$ cat src/hw/rtl/pmdbd_pkg.sv
// ----------------------------------------------------------------------------
// pmdbd_pkg
// Shared types and constants for the protected-mode bus decoder with
// dynamic address translation.
// ----------------------------------------------------------------------------
package pmdbd_pkg;

   // field widths
   localparam int ACTION_W   = 2;
   localparam int ADDR_W     = 16;
   localparam int DATA_W     = 8;
   localparam int TARGET_W   = 3;
   localparam int LOC_W      = 21;
   localparam int PAGE_W     = 13;
   localparam int TBL_DEPTH  = 16;
   localparam int TBL_IDX_W  = $clog2(TBL_DEPTH);

   // bus actions
   typedef enum logic [ACTION_W-1:0] {
      ACT_READ  = 2'd0,
      ACT_WRITE = 2'd1,
      ACT_END   = 2'd2,
      ACT_NOP   = 2'd3
   } action_type;

   // routing targets
   typedef enum logic [TARGET_W-1:0] {
      TGT_NONE     = 3'd0,
      TGT_MAIN     = 3'd1,
      TGT_STORE    = 3'd2,
      TGT_SERIAL   = 3'd3,
      TGT_DISK     = 3'd4,
      TGT_PRINTER  = 3'd5,
      TGT_INTERNAL = 3'd6,
      TGT_SPARE    = 3'd7
   } target_type;

   // what the table read data is used for in the second stage
   typedef enum logic [1:0] {
      USE_NONE  = 2'd0,
      USE_XLATE = 2'd1,
      USE_TABLE = 2'd2,
      USE_SPARE = 2'd3
   } tbl_use_type;

   // protected window map
   localparam logic [ADDR_W-1:0] ADDR_PROT_BASE   = 16'hE000;
   localparam logic [ADDR_W-1:0] ADDR_SERIAL      = 16'hE004;
   localparam logic [ADDR_W-1:0] ADDR_SERIAL_END  = 16'hE005;
   localparam logic [ADDR_W-1:0] ADDR_DISK        = 16'hE010;
   localparam logic [ADDR_W-1:0] ADDR_DISK_END    = 16'hE017;
   localparam logic [ADDR_W-1:0] ADDR_PRINTER     = 16'hE01C;
   localparam logic [ADDR_W-1:0] ADDR_PRINTER_END = 16'hE01F;
   localparam logic [ADDR_W-1:0] ADDR_SWITCH      = 16'hE040;
   localparam logic [ADDR_W-1:0] ADDR_TABLE       = 16'hE050;
   localparam logic [ADDR_W-1:0] ADDR_TABLE_END   = 16'hE05F;
   localparam logic [ADDR_W-1:0] ADDR_MAP0        = 16'hE060;
   localparam logic [ADDR_W-1:0] ADDR_MAP1        = 16'hE070;
   localparam logic [ADDR_W-1:0] ADDR_DROP        = 16'hF000;

   // first stage contents
   typedef struct packed {
      target_type             target;
      logic [LOC_W-1:0]       location;
      logic                   is_write;
      logic [DATA_W-1:0]      data;
      logic                   prot;
      tbl_use_type            tbl_use;
   } stage_type;

endpackage

$ cat src/hw/rtl/pmdbd_req_if.sv
// ----------------------------------------------------------------------------
// pmdbd_req_if
// Request channel: one bus action with its address and write byte.
// ----------------------------------------------------------------------------
interface pmdbd_req_if;
   logic        valid;
   logic        ready;
   logic [1:0]  action;
   logic [15:0] address;
   logic [7:0]  write_data;

   modport source (output valid, output action, output address, output write_data,
                   input ready);
   modport sink   (input valid, input action, input address, input write_data,
                   output ready);
endinterface

$ cat src/hw/rtl/pmdbd_rsp_if.sv
// ----------------------------------------------------------------------------
// pmdbd_rsp_if
// Response channel: routed access and the protected flag after it.
// ----------------------------------------------------------------------------
interface pmdbd_rsp_if;
   logic        valid;
   logic        ready;
   logic [2:0]  target;
   logic [20:0] location;
   logic        is_write;
   logic [7:0]  data;
   logic        protected_mode;

   modport source (output valid, output target, output location, output is_write,
                   output data, output protected_mode, input ready);
   modport sink   (input valid, input target, input location, input is_write,
                   input data, input protected_mode, output ready);
endinterface

$ cat src/hw/rtl/protected_mode_dat_bus_decoder_core.sv
// ----------------------------------------------------------------------------
// protected_mode_dat_bus_decoder_core
// Decodes bus actions of an 8-bit cpu: protected window routing, inverted
// 16-entry address translation table, map select and delayed protection exit.
// ----------------------------------------------------------------------------
//
//   channel   | dir | beat contents
//   ----------+-----+--------------------------------------------------
//   req_bus   | in  | action, address, write_data
//   rsp_bus   | out | target, location, is_write, data, protected_mode
//
// One beat per cycle while the response is taken; a beat's response is built
// by a table read in the first stage and a result register in the second.
// The translation table is a one-port-write, one-port-read memory; a write is
// seen by the very next beat, so no forwarding is needed.
// Synchronous reset sets the protected flag and clears the other control state
// and the table valid bits; an unwritten entry reads zero, needing no clearing pass.
// A stalled response holds; one more beat is taken into the first stage.
// ----------------------------------------------------------------------------
module protected_mode_dat_bus_decoder_core (
   input logic         clock,
   input logic         reset,
   pmdbd_req_if.sink   req_bus,
   pmdbd_rsp_if.source rsp_bus
);
   import pmdbd_pkg::*;

   // control state
   logic prot_ff, prot_in;
   logic leave_req_ff, leave_req_in;
   logic leave_arm_ff, leave_arm_in;
   logic map_sel_ff, map_sel_in;

   // pipeline
   logic      s1_vld_ff, s1_vld_in;
   stage_type s1_ff, s1_in;
   logic      out_vld_ff, out_vld_in;
   stage_type out_ff, out_in;
   logic      accept, out_load;

   // table memory
   logic [DATA_W-1:0]    tbl_mem [TBL_DEPTH];
   logic [TBL_DEPTH-1:0] tbl_vld_ff;
   logic [DATA_W-1:0]    tbl_rdata_ff;
   logic                 tbl_rvld_ff;
   logic                 tbl_we, tbl_re;
   logic [TBL_IDX_W-1:0] tbl_waddr, tbl_raddr;
   logic [DATA_W-1:0]    tbl_entry;

   // decode helpers
   action_type        act;
   logic [ADDR_W-1:0] addr;
   logic              wr;

   // handshake
   assign out_load      = s1_vld_ff && (!out_vld_ff || rsp_bus.ready);
   assign req_bus.ready = !s1_vld_ff || out_load;
   assign accept        = req_bus.valid && req_bus.ready;

   assign act  = action_type'(req_bus.action);
   assign addr = req_bus.address;
   assign wr   = (act == ACT_WRITE);

   // decode and state update for the incoming beat
   always_comb begin
      s1_in        = '0;
      s1_in.target = TGT_NONE;
      s1_in.tbl_use = USE_NONE;
      prot_in      = prot_ff;
      leave_req_in = leave_req_ff;
      leave_arm_in = leave_arm_ff;
      map_sel_in   = map_sel_ff;
      tbl_we       = 1'b0;
      tbl_re       = 1'b0;
      tbl_waddr    = addr[TBL_IDX_W-1:0];
      tbl_raddr    = addr[TBL_IDX_W-1:0];

      case (act)
         ACT_END: begin
            if (leave_arm_ff) begin
               prot_in      = 1'b0;
               leave_req_in = 1'b0;
            end
            leave_arm_in = leave_arm_ff ? 1'b0 : leave_req_ff;
         end
         ACT_READ, ACT_WRITE: begin
            if (prot_ff && addr >= ADDR_PROT_BASE) begin
               if (addr inside {[ADDR_SERIAL:ADDR_SERIAL_END]}) begin
                  s1_in.target   = TGT_SERIAL;
                  s1_in.location = LOC_W'(addr - ADDR_SERIAL);
               end else if (addr inside {[ADDR_DISK:ADDR_DISK_END]}) begin
                  s1_in.target   = TGT_DISK;
                  s1_in.location = LOC_W'(addr - ADDR_DISK);
               end else if (addr inside {[ADDR_PRINTER:ADDR_PRINTER_END]}) begin
                  s1_in.target   = TGT_PRINTER;
                  s1_in.location = LOC_W'(addr - ADDR_PRINTER);
               end else if (addr == ADDR_SWITCH) begin
                  s1_in.target   = TGT_INTERNAL;
                  s1_in.location = LOC_W'(addr);
                  if (wr) leave_req_in = 1'b1;
               end else if (addr inside {[ADDR_TABLE:ADDR_TABLE_END]}) begin
                  s1_in.target   = TGT_INTERNAL;
                  s1_in.location = LOC_W'(addr);
                  if (wr) begin
                     tbl_we = 1'b1;
                  end else begin
                     tbl_re        = 1'b1;
                     s1_in.tbl_use = USE_TABLE;
                  end
               end else if (addr inside {ADDR_MAP0, ADDR_MAP1}) begin
                  s1_in.target   = TGT_INTERNAL;
                  s1_in.location = LOC_W'(addr);
                  if (wr) map_sel_in = (addr == ADDR_MAP1);
               end else if (wr && addr >= ADDR_DROP) begin
                  s1_in.target = TGT_NONE;
               end else begin
                  s1_in.target   = TGT_STORE;
                  s1_in.location = LOC_W'(addr);
               end
            end else begin
               // translated access, top bits filled from the table next stage
               s1_in.target   = TGT_MAIN;
               s1_in.location = LOC_W'(addr[PAGE_W-1:0]);
               s1_in.tbl_use  = USE_XLATE;
               tbl_re         = 1'b1;
               tbl_raddr      = {map_sel_ff, addr[ADDR_W-1:PAGE_W]};
            end
            if (wr && s1_in.target != TGT_NONE) begin
               s1_in.is_write = 1'b1;
               s1_in.data     = req_bus.write_data;
            end
         end
         default: begin
         end
      endcase
      s1_in.prot = prot_in;
   end

   // control registers
   always_ff @(posedge clock) begin
      if (reset) begin
         prot_ff      <= 1'b1;
         leave_req_ff <= 1'b0;
         leave_arm_ff <= 1'b0;
         map_sel_ff   <= 1'b0;
         tbl_vld_ff   <= '0;
      end else if (accept) begin
         prot_ff      <= prot_in;
         leave_req_ff <= leave_req_in;
         leave_arm_ff <= leave_arm_in;
         map_sel_ff   <= map_sel_in;
         if (tbl_we) tbl_vld_ff[tbl_waddr] <= 1'b1;
      end
   end

   // table memory, one write and one registered read port
   always_ff @(posedge clock) begin
      if (accept && tbl_we) tbl_mem[tbl_waddr] <= req_bus.write_data;
      if (accept && tbl_re) begin
         tbl_rdata_ff <= tbl_mem[tbl_raddr];
         tbl_rvld_ff  <= tbl_vld_ff[tbl_raddr];
      end
   end

   assign tbl_entry = tbl_rvld_ff ? tbl_rdata_ff : '0;

   // second stage: merge table data into the result
   always_comb begin
      out_in = s1_ff;
      case (s1_ff.tbl_use)
         USE_XLATE: out_in.location = {~tbl_entry, s1_ff.location[PAGE_W-1:0]};
         USE_TABLE: out_in.data     = tbl_entry;
         default:   out_in          = s1_ff;
      endcase
   end

   // valid flags
   always_comb begin
      s1_vld_in  = accept ? 1'b1 : (out_load ? 1'b0 : s1_vld_ff);
      out_vld_in = out_load ? 1'b1 : ((out_vld_ff && rsp_bus.ready) ? 1'b0 : out_vld_ff);
   end

   always_ff @(posedge clock) begin
      if (reset) begin
         s1_vld_ff  <= 1'b0;
         out_vld_ff <= 1'b0;
      end else begin
         s1_vld_ff  <= s1_vld_in;
         out_vld_ff <= out_vld_in;
      end
   end

   // payload registers
   always_ff @(posedge clock) begin
      if (accept)   s1_ff  <= s1_in;
      if (out_load) out_ff <= out_in;
   end

   // response port
   assign rsp_bus.valid          = out_vld_ff;
   assign rsp_bus.target         = out_ff.target;
   assign rsp_bus.location       = out_ff.location;
   assign rsp_bus.is_write       = out_ff.is_write;
   assign rsp_bus.data           = out_ff.data;
   assign rsp_bus.protected_mode = out_ff.prot;

   // protection never comes back without reset
   a_prot_sticky: assert property (@(posedge clock) disable iff (reset)
      !prot_ff |=> !prot_ff)
      else $error("protected flag set again");

   // the exit latch arms only from a pending request
   a_arm_from_req: assert property (@(posedge clock) disable iff (reset)
      $rose(leave_arm_ff) |-> $past(leave_req_ff))
      else $error("leave latch armed without request");

   // a first-stage beat waits until it moves on
   a_s1_hold: assert property (@(posedge clock) disable iff (reset)
      s1_vld_ff && !out_load |=> s1_vld_ff && $stable(s1_ff))
      else $error("first stage lost a beat");

   // an unrouted response carries nothing
   a_none_empty: assert property (@(posedge clock) disable iff (reset)
      rsp_bus.valid && out_ff.target == TGT_NONE |->
         !rsp_bus.is_write && rsp_bus.data == '0 && rsp_bus.location == '0)
      else $error("unrouted response with payload");

endmodule
$ cat src/flat_wrapper.sv
// flat-port wrapper written by rule: the top's interface ports become plain ports
module protected_mode_dat_bus_decoder_core_flat import pmdbd_pkg::*;
  (clock, reset, req_bus_valid, req_bus_action, req_bus_address, req_bus_write_data, req_bus_ready, rsp_bus_valid, rsp_bus_target, rsp_bus_location, rsp_bus_is_write, rsp_bus_data, rsp_bus_protected_mode, rsp_bus_ready);
  pmdbd_req_if req_bus_i ();
  pmdbd_rsp_if rsp_bus_i ();
  input logic clock;
  input logic reset;
  input wire logic [$bits(req_bus_i.valid)-1:0] req_bus_valid;
  input wire logic [$bits(req_bus_i.action)-1:0] req_bus_action;
  input wire logic [$bits(req_bus_i.address)-1:0] req_bus_address;
  input wire logic [$bits(req_bus_i.write_data)-1:0] req_bus_write_data;
  output wire logic [$bits(req_bus_i.ready)-1:0] req_bus_ready;
  output wire logic [$bits(rsp_bus_i.valid)-1:0] rsp_bus_valid;
  output wire logic [$bits(rsp_bus_i.target)-1:0] rsp_bus_target;
  output wire logic [$bits(rsp_bus_i.location)-1:0] rsp_bus_location;
  output wire logic [$bits(rsp_bus_i.is_write)-1:0] rsp_bus_is_write;
  output wire logic [$bits(rsp_bus_i.data)-1:0] rsp_bus_data;
  output wire logic [$bits(rsp_bus_i.protected_mode)-1:0] rsp_bus_protected_mode;
  input wire logic [$bits(rsp_bus_i.ready)-1:0] rsp_bus_ready;
  assign req_bus_i.valid = req_bus_valid;
  assign req_bus_i.action = req_bus_action;
  assign req_bus_i.address = req_bus_address;
  assign req_bus_i.write_data = req_bus_write_data;
  assign req_bus_ready = req_bus_i.ready;
  assign rsp_bus_valid = rsp_bus_i.valid;
  assign rsp_bus_target = rsp_bus_i.target;
  assign rsp_bus_location = rsp_bus_i.location;
  assign rsp_bus_is_write = rsp_bus_i.is_write;
  assign rsp_bus_data = rsp_bus_i.data;
  assign rsp_bus_protected_mode = rsp_bus_i.protected_mode;
  assign rsp_bus_i.ready = rsp_bus_ready;
  protected_mode_dat_bus_decoder_core u_core (.clock(clock), .reset(reset), .req_bus(req_bus_i), .rsp_bus(rsp_bus_i));
endmodule
$ cat config.mk
export PLATFORM = sky130hd
export DESIGN_NAME = protected_mode_dat_bus_decoder_core_flat
export DESIGN_NICKNAME = d
export VERILOG_FILES = /design/src/hw/rtl/pmdbd_pkg.sv /design/src/hw/rtl/pmdbd_req_if.sv /design/src/hw/rtl/pmdbd_rsp_if.sv /design/src/hw/rtl/protected_mode_dat_bus_decoder_core.sv /design/src/flat_wrapper.sv
export SDC_FILE = /design/constraint.sdc
export NUM_CORES = 1
export LEC_CHECK = 0
export BUFFER_PORTS_ARGS = -buffer_cell sky130_fd_sc_hd__clkbuf_2
export CORE_ASPECT_RATIO = 2
export CORE_MARGIN = 2
export CORE_UTILIZATION = 59
export CTS_BUF_LIST = sky130_fd_sc_hd__clkbuf_16
export DETAILED_ROUTE_END_ITERATION = 12
export HOLD_SLACK_MARGIN = 0.08
export PLACE_DENSITY = 0.76
export SLEW_MARGIN = 20
export SYNTH_ARGS = -nofsm -noshare
export SYNTH_HDL_FRONTEND = slang
export SYNTH_SLANG_ARGS = --single-unit
export TNS_END_PERCENT = 20
$ cat constraint.sdc
create_clock -name clock -period 4.06 [get_ports clock]
set_input_delay 0.203 -clock clock [delete_from_list [all_inputs] [get_ports clock]]
set_output_delay 0.203 -clock clock [all_outputs]
set_load 0.1 [all_outputs]
==> impl_metrics.tcl, run 1 <==
set metrics [dict create \
    timing.critical_path.buf_inv 4 \
    synth_seq_cells 225 \
    utilization_pct 66.71 \
    mostFrequentLayoutCells "203 x sky130_fd_sc_hd__edfxtp_1, 65 x sky130_fd_sc_hd__clkbuf_2, 51 x sky130_fd_sc_hd__nand2_1, 36 x sky130_fd_sc_hd__mux4_2, 23 x sky130_fd_sc_hd__nor2_1" \
    cp_slowest_cell "sky130_fd_sc_hd__or4_4" \
    rr_endpoint "u_core.tbl_rdata_ff[3]" \
    std_cell_rows 66 \
    number_of_hold_violations_in_the_final_report 0 \
    fin_nets 722 \
    worst_endpoint_required_time_ns 4.25 \
    worstPathArrival_ns 3.59 \
    synth.avg_cell_area_um2 15.66 \
    synth_fp_nets 653 \
    cts-htree-levels 1 \
    detail_route.wl_per_cell_um 23.32 \
    die_height_um 184.4 \
    drt.antenna.violating_nets 0 \
    buffer_ports.inserted 65 \
    area.growth.synth_to_final_pct 11.93 \
    timing.hold.worst_path_depth 3 \
    seq_power_share_pct 54.5 \
    clkPwrFrac_pct 35.8 \
    synth-edff-count 203 \
    grt_setup_unrepaired "false" \
    clock-root-buffer "sky130_fd_sc_hd__clkbuf_16" \
    r2r.worst_path.cells 7 \
    worstHoldPathType "input pin to flop" \
    timing.final.setup_violations 0 \
    detailroute.via_count 5868 \
    whs_endpoint "u_core.s1_ff[23]" \
    globalRoute.totalOverflow 0 \
    final_gp_congestion 0.9328 \
    final.setup_skew_ns 0.009612 \
    mostFrequentLayoutCell "sky130_fd_sc_hd__edfxtp_1" \
    core-area_um2 16100 \
    switching_power_mw 1.131 \
    worstSkewPairLatency_ns 0.48 \
    period_minus_slack_ns 3.396 \
    outcome "complete, no violations" \
    cts.reportedPaths.clkPinSlew_ns 0.07 \
    combined_area_of_the_multi_input_logic_cells_um2 2893 \
    power.ir.vdd_worst_mv 0.4729 \
    total_leakage_power_nw 3.823 \
    measured_slew_at_the_worst_slew_check_pin_ns 0.9088 \
    drt_first_pass_iters 7 \
    fin_total_pwr_mw 4.752 \
    fillers 1122 \
    insertedDiodeCount 0 \
    slowest_delay_ns 0.57 \
    total_track_usage_pct 25.41 \
    cts_tree "done" \
    grt_start_max_net_pins 37 \
    detail_route.wirelength_um 20950 \
    syn-cell-area_um2 9598 \
    vias_per_cell 6.535 \
    layout.area.seq_um2 6536 \
    worst_slew_margin_rel_pct 39.19 \
    critPathLaunchType "input pin" \
    switching_part_of_the_total_power_pct 23.79 \
    timing.critical_path.to_type "flop" \
    grt_antenna_before_repair 0 \
    setup_tns_final_ns 0 \
    timing.final.crit_share_pct 83.65 \
    hold_path_startpoint "req_bus_address[11]" \
    clock_tree.buffer_depth 3 \
    yosys_warnings 0 \
    detail_route.drc_violations 0 \
    library_cell_appearing_most_often_on_the_critical_path "sky130_fd_sc_hd__buf_4" \
    seq_area_frac_synth_pct 68.10 \
    powerDensity_nw_per_um2 442.4 \
    internal-power_mw 3.622 \
    maxSlewViolCount 0 \
    worst-setup-path-type "input pin to flop" \
    max-cap-violations 0 \
    reg_to_reg_start "u_core.prot_ff" \
    hpwl_um 14150 \
    drive_above_1_share_pct 23.49 \
    asyncSetResetFlopFracSynth_pct 0 \
    fp.dieArea_um2 17370 \
    cts.sink_count 225 \
    syn-instance-count 613 \
    cts-buffers-inserted 19 \
    die-width_um 94.19 \
    grt_first_pass_wirelength_um 32910 \
    synthDistinctLibCells 61 \
    grt_pass1_vias 5764 \
    clock.fmax_ghz 0.2945 \
    io_pins 66 \
    crit_path_max_fanout 17 \
    p_comb_share_pct 9.7 \
    rrSetupSlack_ns 1.12 \
    detail_route.iter0.violations 621 \
    timing.critical_path.max_delay_family "simple AND/OR/NAND/NOR gates" \
    floorplan.initialDensity_pct 59.60 \
    synth_ff_type "sky130_fd_sc_hd__edfxtp_1" \
    crit_path_cell_trace "dlygate4sd3_1 -> clkbuf_2 -> or4_4 -> nor4_1 -> nand3_1 -> nor4b_4 -> buf_4 -> or2b_1 -> a211oi_1 -> buf_4" \
]
## stage by stage
step	std cells	instance area (µm²)	setup slack, ns	hold WS [ns]
4_1_cts	898	10740	0.7316	0.1169
5_1_grt	898	10740	0.5599	0.1685
3_3_place_gp	861	10130	0.9231	0.4015
2_1_floorplan	613	9598	0.07402	0.3019
6_report	898	10740	0.6640	0.1385
3_5_place_dp	861	10130	0.8329	0.4052
## worst min-delay path: stages
cell	delay (ns)
sky130_fd_sc_hd__clkbuf_2	0.18
sky130_fd_sc_hd__nand2_1	0.07
sky130_fd_sc_hd__nand2_1	0.06
## worst max-delay path by stage
stage / from / to / cells after the start
after floorplan: u_core.rsp_bus.valid / u_core.tbl_mem[10][0] / 8
after global placement: req_bus_address[10] / u_core.tbl_rvld_ff / 9
after detailed placement: req_bus_address[10] / u_core.tbl_rdata_ff[4] / 9
after CTS: req_bus_address[10] / u_core.tbl_rdata_ff[4] / 10
after global routing: req_bus_address[10] / u_core.tbl_rdata_ff[4] / 10
final: req_bus_address[10] / u_core.tbl_rdata_ff[4] / 10
## timing repair
item,CTS,global route
hold buffers,4,0
gates resized for setup,0,0
endpoints found under the hold margin,4,0
setup buffers,0,0
## flip-flops by register name, indices dropped and copies added, names as in the netlist, 3 cells and up
name,cells
u_core.out_in,7
u_core.rsp_bus.data,8
u_core.rsp_bus.location,21
u_core.rsp_bus.target,3
u_core.s1_ff,25
u_core.tbl_mem,128
u_core.tbl_rdata_ff,8
u_core.tbl_vld_ff,16
## metal layers
metal / part of all wire, % / up-vias / track usage, % / wire (µm)
met4: 4.7 / 0 / 11.01 / 982
met3: 7.4 / 65 / 3.557 / 1551
met2: 50 / 327 / 40.97 / 10400
met5: 0 / - / 0 / 0
li1: - / 2596 / - / -
met1: 38 / 2880 / 34.81 / 8007
## cell usage after synthesis, drive strengths merged, types with 3 or more instances
cell | count | area share, %
nor2b | 8 | 0.52
dfxtp | 22 | 4.6
a22oi | 18 | 1.4
a31oi | 17 | 1.1
nand2b | 7 | 0.46
a31o | 4 | 0.36
nor4 | 3 | 0.20
nand4 | 4 | 0.26
o31ai | 3 | 0.23
ha | 10 | 1.3
mux2 | 3 | 0.35
mux4 | 36 | 8.4
nand3 | 8 | 0.42
mux2i | 3 | 0.31
nand2 | 51 | 2.0
clkbuf | 20 | 0.78
inv | 11 | 0.43
nor2 | 23 | 0.90
edfxtp | 203 | 64
and2 | 5 | 0.33
o21ba | 16 | 1.7
o21ai | 19 | 0.99
nor3b | 3 | 0.23
nor3 | 6 | 0.43
a211oi | 6 | 0.47
a221o | 3 | 0.31
and4 | 20 | 1.9
buf | 12 | 0.72
and3 | 13 | 0.85
a21oi | 15 | 0.78
or4 | 4 | 0.35
o22ai | 3 | 0.20
## final cells by class
type | count | area share [%]
Sequential cell | 225 | 60.84
Multi-Input combinational cell | 345 | 26.93
Clock buffer | 19 | 4.426
Timing Repair Buffer | 80 | 4.170
Tap cell | 204 | 2.376
Clock inverter | 14 | 0.8735
Inverter | 11 | 0.3843
## power groups by stage
stage	Sequential [mW]	Clock, mW	Combinational, mW
3_5_place_dp	2.64	0	0.454
6_report	2.59	1.70	0.462
3_3_place_gp	2.64	0	0.447
4_1_cts	2.59	1.71	0.461
2_1_floorplan	2.76	0	0.204
5_1_grt	2.59	1.79	0.493
## cell families after synthesis
group                      share of synthesized area (%)
DFF                                                68.10
muxes                                              9.112
adders and majority gates                          1.304
buffers and inverters                              1.929
xor gates and xnor gates                          0.3651
and+or+nand+nor                                    10.04
AOI/OAI and AO/OA                                  9.151
No activity file was read; power rests on OpenSTA's default activity.
==> run 2: changes to the inputs <==
Clock period 4.06 ns to 3.4 ns, I/O delays scaled along.
==> impl_metrics.tcl, run 2 (synthesis results as in run 1) <==
set metrics [dict create \
    outcome "complete, no violations" \
    grt_first_pass_wirelength_um 33230 \
    critPathLaunchType "input pin" \
    final_gp_congestion 0.9546 \
    io_pins 66 \
    detailroute.via_count 5915 \
    core-area_um2 16100 \
    timing.critical_path.to_type "flop" \
    worst_slew_margin_rel_pct 41.61 \
    crit_path_max_fanout 12 \
    drt.antenna.violating_nets 0 \
    worstHoldPathType "input pin to flop" \
    hpwl_um 14590 \
    cts_tree "done" \
    worstPathArrival_ns 3.30 \
    die-width_um 94.19 \
    std_cell_rows 66 \
    worst-setup-path-type "input pin to flop" \
    reg_with_most_ffs "u_core.tbl_mem" \
    detail_route.iter0.violations 675 \
    mostFrequentLayoutCell "sky130_fd_sc_hd__edfxtp_1" \
    largest_reg_flops 128 \
    cts.sink_count 225 \
    total_leakage_power_nw 3.918 \
    post-cts-setup-buffer-count 0 \
    crit_path_cell_trace "dlygate4sd3_1 -> clkbuf_2 -> or4_4 -> nor4_2 -> nand3_1 -> nor4b_4 -> buf_4 -> and4_1" \
    detail_route.drc_violations 0 \
    clock.fmax_ghz 0.3174 \
    slowest_delay_ns 0.58 \
    drive_above_1_share_pct 25.39 \
    powerDensity_nw_per_um2 522.2 \
    globalRoute.totalOverflow 0 \
    cts-htree-levels 1 \
    fillers 1078 \
    grt_start_max_net_pins 37 \
    grt_antenna_before_repair 0 \
    vias_per_cell 6.479 \
    area.growth.synth_to_final_pct 13.48 \
    maxSlewViolCount 0 \
    power.ir.vdd_worst_mv 0.4377 \
    cp_slowest_cell "sky130_fd_sc_hd__or4_4" \
    mostFrequentLayoutCells "203 x sky130_fd_sc_hd__edfxtp_1, 65 x sky130_fd_sc_hd__clkbuf_2, 50 x sky130_fd_sc_hd__nand2_1, 36 x sky130_fd_sc_hd__mux4_2, 23 x sky130_fd_sc_hd__nor2_1" \
    total_track_usage_pct 25.84 \
    timing.critical_path.max_delay_family "simple AND/OR/NAND/NOR gates" \
    period_minus_slack_ns 3.151 \
    detail_route.wirelength_um 21490 \
    worstSkewPairLatency_ns 0.50 \
    rrSetupSlack_ns 0.72 \
    grt_setup_unrepaired "false" \
    fp.dieArea_um2 17370 \
    drt_first_pass_iters 5 \
    timing.final.crit_share_pct 92.68 \
    timing.final.setup_violations 0 \
    measured_slew_at_the_worst_slew_check_pin_ns 0.8719 \
    number_of_hold_violations_in_the_final_report 0 \
    clock_tree.buffer_depth 3 \
    final.setup_skew_ns 0.02611 \
    setup_ws_ns 0.2489 \
    cts.reportedPaths.clkPinSlew_ns 0.06 \
    max-cap-violations 0 \
    buffer_ports.inserted 65 \
    timing.critical_path.buf_inv 3 \
    insertedDiodeCount 0 \
    die_height_um 184.4 \
    cts-buffers-inserted 19 \
    setup_tns_final_ns 0 \
    clock-root-buffer "sky130_fd_sc_hd__clkbuf_16" \
    fin_nets 736 \
    worst_slack_at_placement_ns 0.1213 \
    floorplan.initialDensity_pct 59.60 \
    detail_route.wl_per_cell_um 23.53 \
    worst_endpoint_required_time_ns 3.55 \
    grt_pass1_vias 5904 \
]
## run 2: cell type report
| cell class | instances | area [µm²] | share of cell area, % |
|---|---|---|---|
| Timing Repair Buffer | 94 | 580.6 | 5.330 |
| Clock inverter | 15 | 96.34 | 0.8845 |
| Sequential cell | 225 | 6538 | 60.02 |
| Tap cell | 204 | 255.2 | 2.343 |
| Inverter | 11 | 45.04 | 0.4136 |
| Multi-Input combinational cell | 345 | 2902 | 26.64 |
| Clock buffer | 19 | 475.5 | 4.365 |
## run 2: layer usage
layer | track usage [%] | vias to the layer above | share of wire [%]
met5 | 0 | - | 0
met4 | 8.232 | 0 | 2.9
met3 | 2.412 | 58 | 6.5
met2 | 45.31 | 297 | 52
met1 | 33.99 | 2939 | 38
li1 | - | 2621 | -
## run 2: report_power, final
group          leakage [nW]  switching, mW  total [mW]  internal (mW)
registers              2.05         0.0198        3.09           3.07
clock network         0.305          0.925        2.02           1.10
logic                  1.56          0.404       0.570          0.166
## run 2: worst reg2reg max path, delay by kind of cell (launching register included)
family / cells / cell delay (ns)
buffers and inverters: 1 / 0.22
muxes: 2 / 0.82
DFF: 1 / 0.40
and+or+nand+nor: 3 / 0.59
AOI/OAI and AO/OA: 1 / 0.40
## run 2: timing repair
| item | in CTS | in global routing |
|---|---|---|
| setup endpoints to repair | 0 | 65 |
| hold buffers | 5 | 0 |
| hold endpoints to repair | 4 | 0 |
| resized for setup | 0 | 1 |
## run 2: per-stage QoR
stage	hold WS [ns]	util, %	std cells	cell area [µm²]	total power, mW
3_3_place_gp	0.4010	63.74	874	10260	3.702
3_5_place_dp	0.4056	63.74	874	10260	3.715
5_1_grt	0.1465	67.64	913	10890	5.842
2_1_floorplan	0.2689	-	613	9605	3.536
6_report	0.1303	67.64	913	10890	5.688
4_1_cts	0.1179	67.60	913	10890	5.712
## run 2: final timing paths
kind,endpoint,from,depth (start not counted)
setup reg to reg,u_core.tbl_rdata_ff[1],u_core.prot_ff,7
hold reg to reg,u_core.rsp_bus.protected_mode,u_core.out_in[2],0
hold / removal,u_core.s1_ff[13],req_bus_address[1],2
setup / recovery,u_core.tbl_mem[13][7],req_bus_address[10],8
==> run 3: changes to the inputs <==
Clock period 3.4 ns to 3.14 ns, I/O delays scaled along.
==> impl_metrics.tcl, run 3 (synthesis results as in run 1) <==
set metrics [dict create \
    r2r.worst_path.cells 7 \
    core-area_um2 16100 \
    detail_route.wirelength_um 22190 \
    maxSlewViolCount 0 \
    detailroute.via_count 6069 \
    drive_above_1_share_pct 27.37 \
    total_leakage_power_nw 4.028 \
    measured_slew_at_the_worst_slew_check_pin_ns 0.9800 \
    layout.cell_area.non_filler_um2 11080 \
    clock-root-buffer "sky130_fd_sc_hd__clkbuf_16" \
    area.growth.synth_to_final_pct 15.42 \
    instances_no_fill 931 \
    placement_stage_cell_area_um2 10390 \
    whs_endpoint "u_core.s1_ff[19]" \
    setup_ws_ns 0.1182 \
    worst_slack_at_placement_ns 0.3259 \
    io_pins 66 \
    buffer_ports.inserted 65 \
    hpwl_um 15130 \
    outcome "complete, no violations" \
    cts.sink_count 225 \
    timing.critical_path.to_type "flop" \
    detail_route.iter0.violations 621 \
    timing.hold.worst_path_depth 3 \
    crit_path_max_fanout 8 \
    setup_tns_final_ns 0 \
    cts-htree-levels 1 \
    clock_tree.buffer_depth 3 \
    worstPathArrival_ns 3.25 \
    worstSkewPairLatency_ns 0.50 \
    vias_per_cell 6.519 \
    final.setup_skew_ns 0.01923 \
    total_track_usage_pct 26.78 \
    worst-setup-path-type "input pin to flop" \
    cts_tree "done" \
    number_of_hold_violations_in_the_final_report 0 \
    mostFrequentLayoutCells "203 x sky130_fd_sc_hd__edfxtp_1, 65 x sky130_fd_sc_hd__clkbuf_2, 50 x sky130_fd_sc_hd__nand2_1, 40 x sky130_fd_sc_hd__buf_4, 36 x sky130_fd_sc_hd__mux4_2" \
    fp.dieArea_um2 17370 \
    timing.final.setup_violations 0 \
    grt_start_max_net_pins 37 \
    insertedDiodeCount 0 \
    mostFrequentLayoutCell "sky130_fd_sc_hd__edfxtp_1" \
    placed_cells_incl_taps 891 \
    power.ir.vdd_worst_mv 0.4873 \
    max-cap-violations 0 \
    detail_route.wl_per_cell_um 23.83 \
    powerDensity_nw_per_um2 572.3 \
    reg_to_reg_start "u_core.prot_ff" \
    grt_first_pass_wirelength_um 34470 \
    drt.antenna.violating_nets 0 \
    floorplan.initialDensity_pct 59.60 \
    timing.final.crit_share_pct 96.23 \
    worst_slew_margin_rel_pct 34.53 \
    std_cell_rows 66 \
    globalRoute.totalOverflow 0 \
    grt_antenna_before_repair 0 \
    utilization_pct 68.80 \
    final_gp_congestion 0.9836 \
    grt_pass1_vias 5931 \
    critPathLaunchType "input pin" \
    fin_nets 754 \
    drt_first_pass_iters 7 \
    cts-buffers-inserted 19 \
    detail_route.drc_violations 0 \
    grt_setup_unrepaired "false" \
    rr_endpoint "u_core.tbl_rdata_ff[5]" \
    die_height_um 184.4 \
    worstHoldPathType "input pin to flop" \
    worst_endpoint_required_time_ns 3.37 \
    clock.fmax_ghz 0.3309 \
    cts.reportedPaths.clkPinSlew_ns 0.06 \
    period_minus_slack_ns 3.022 \
    hold_path_startpoint "req_bus_address[7]" \
    rrSetupSlack_ns 0.68 \
    reg_with_most_ffs "u_core.tbl_mem" \
    largest_reg_flops 128 \
    die-width_um 94.19 \
]
==> run 3: routing by layer <==
layer  global-route usage (%)  vias up  routed length (µm)
met3                    3.761       66                1772
li1                         -     2658                   -
met5                        0        -                   0
met4                    10.72        0                 934
met2                    43.17      352               10890
met1                    37.11     2993                8591
==> run 3: worst max-delay path by stage <==
stage / startpoint / endpoint
after floorplan: u_core.rsp_bus.valid / u_core.tbl_vld_ff[3]
after global placement: req_bus_address[10] / u_core.s1_ff[16]
after detailed placement: req_bus_address[3] / u_core.tbl_mem[11][1]
after CTS: req_bus_address[10] / u_core.s1_ff[16]
after global routing: req_bus_address[10] / u_core.s1_ff[16]
final: req_bus_address[10] / u_core.s1_ff[16]
==> run 3: final cells by class <==
| class | instances | area [µm²] |
|---|---|---|
| clock buffer | 19 | 475.5 |
| clock inverter | 15 | 148.9 |
| fill | 1076 | 5025 |
| inverter | 11 | 45.04 |
| multi-input combinational | 345 | 2910 |
| sequential | 225 | 6538 |
| tap | 204 | 255.2 |
| timing repair buffer | 112 | 705.7 |
==> run 3: timing repair <==
item                                   CTS  global route
hold buffers                             6             0
endpoints found under the hold margin    5             0
resized for setup                        0             0
setup buffers                            0             0
==> run 3: worst max-delay path: stages <==
cell and delay, ns:
sky130_fd_sc_hd__dlygate4sd3_1 0.55, sky130_fd_sc_hd__clkbuf_2 0.15, sky130_fd_sc_hd__or4_4 0.58, sky130_fd_sc_hd__or4_1 0.64, sky130_fd_sc_hd__nor3_4 0.29, sky130_fd_sc_hd__buf_4 0.21, sky130_fd_sc_hd__a221o_1 0.13, sky130_fd_sc_hd__o211ai_1 0.10
sky130_fd_sc_hd__a211oi_1 0.45
==> run 3: metrics by stage <==
stage	hold WS, ns	power, mW
2_1_floorplan	0.2559	3.830
3_3_place_gp	0.3887	4.016
3_5_place_dp	0.3939	4.025
4_1_cts	0.09871	6.364
5_1_grt	0.1347	6.526
6_report	0.1113	6.340
==> run 3: power by group <==
part	internal [mW]	switching, mW	total (mW)
Combinational	0.180	0.439	0.619
Sequential	3.33	0.0202	3.35
Clock	1.36	1.02	2.37
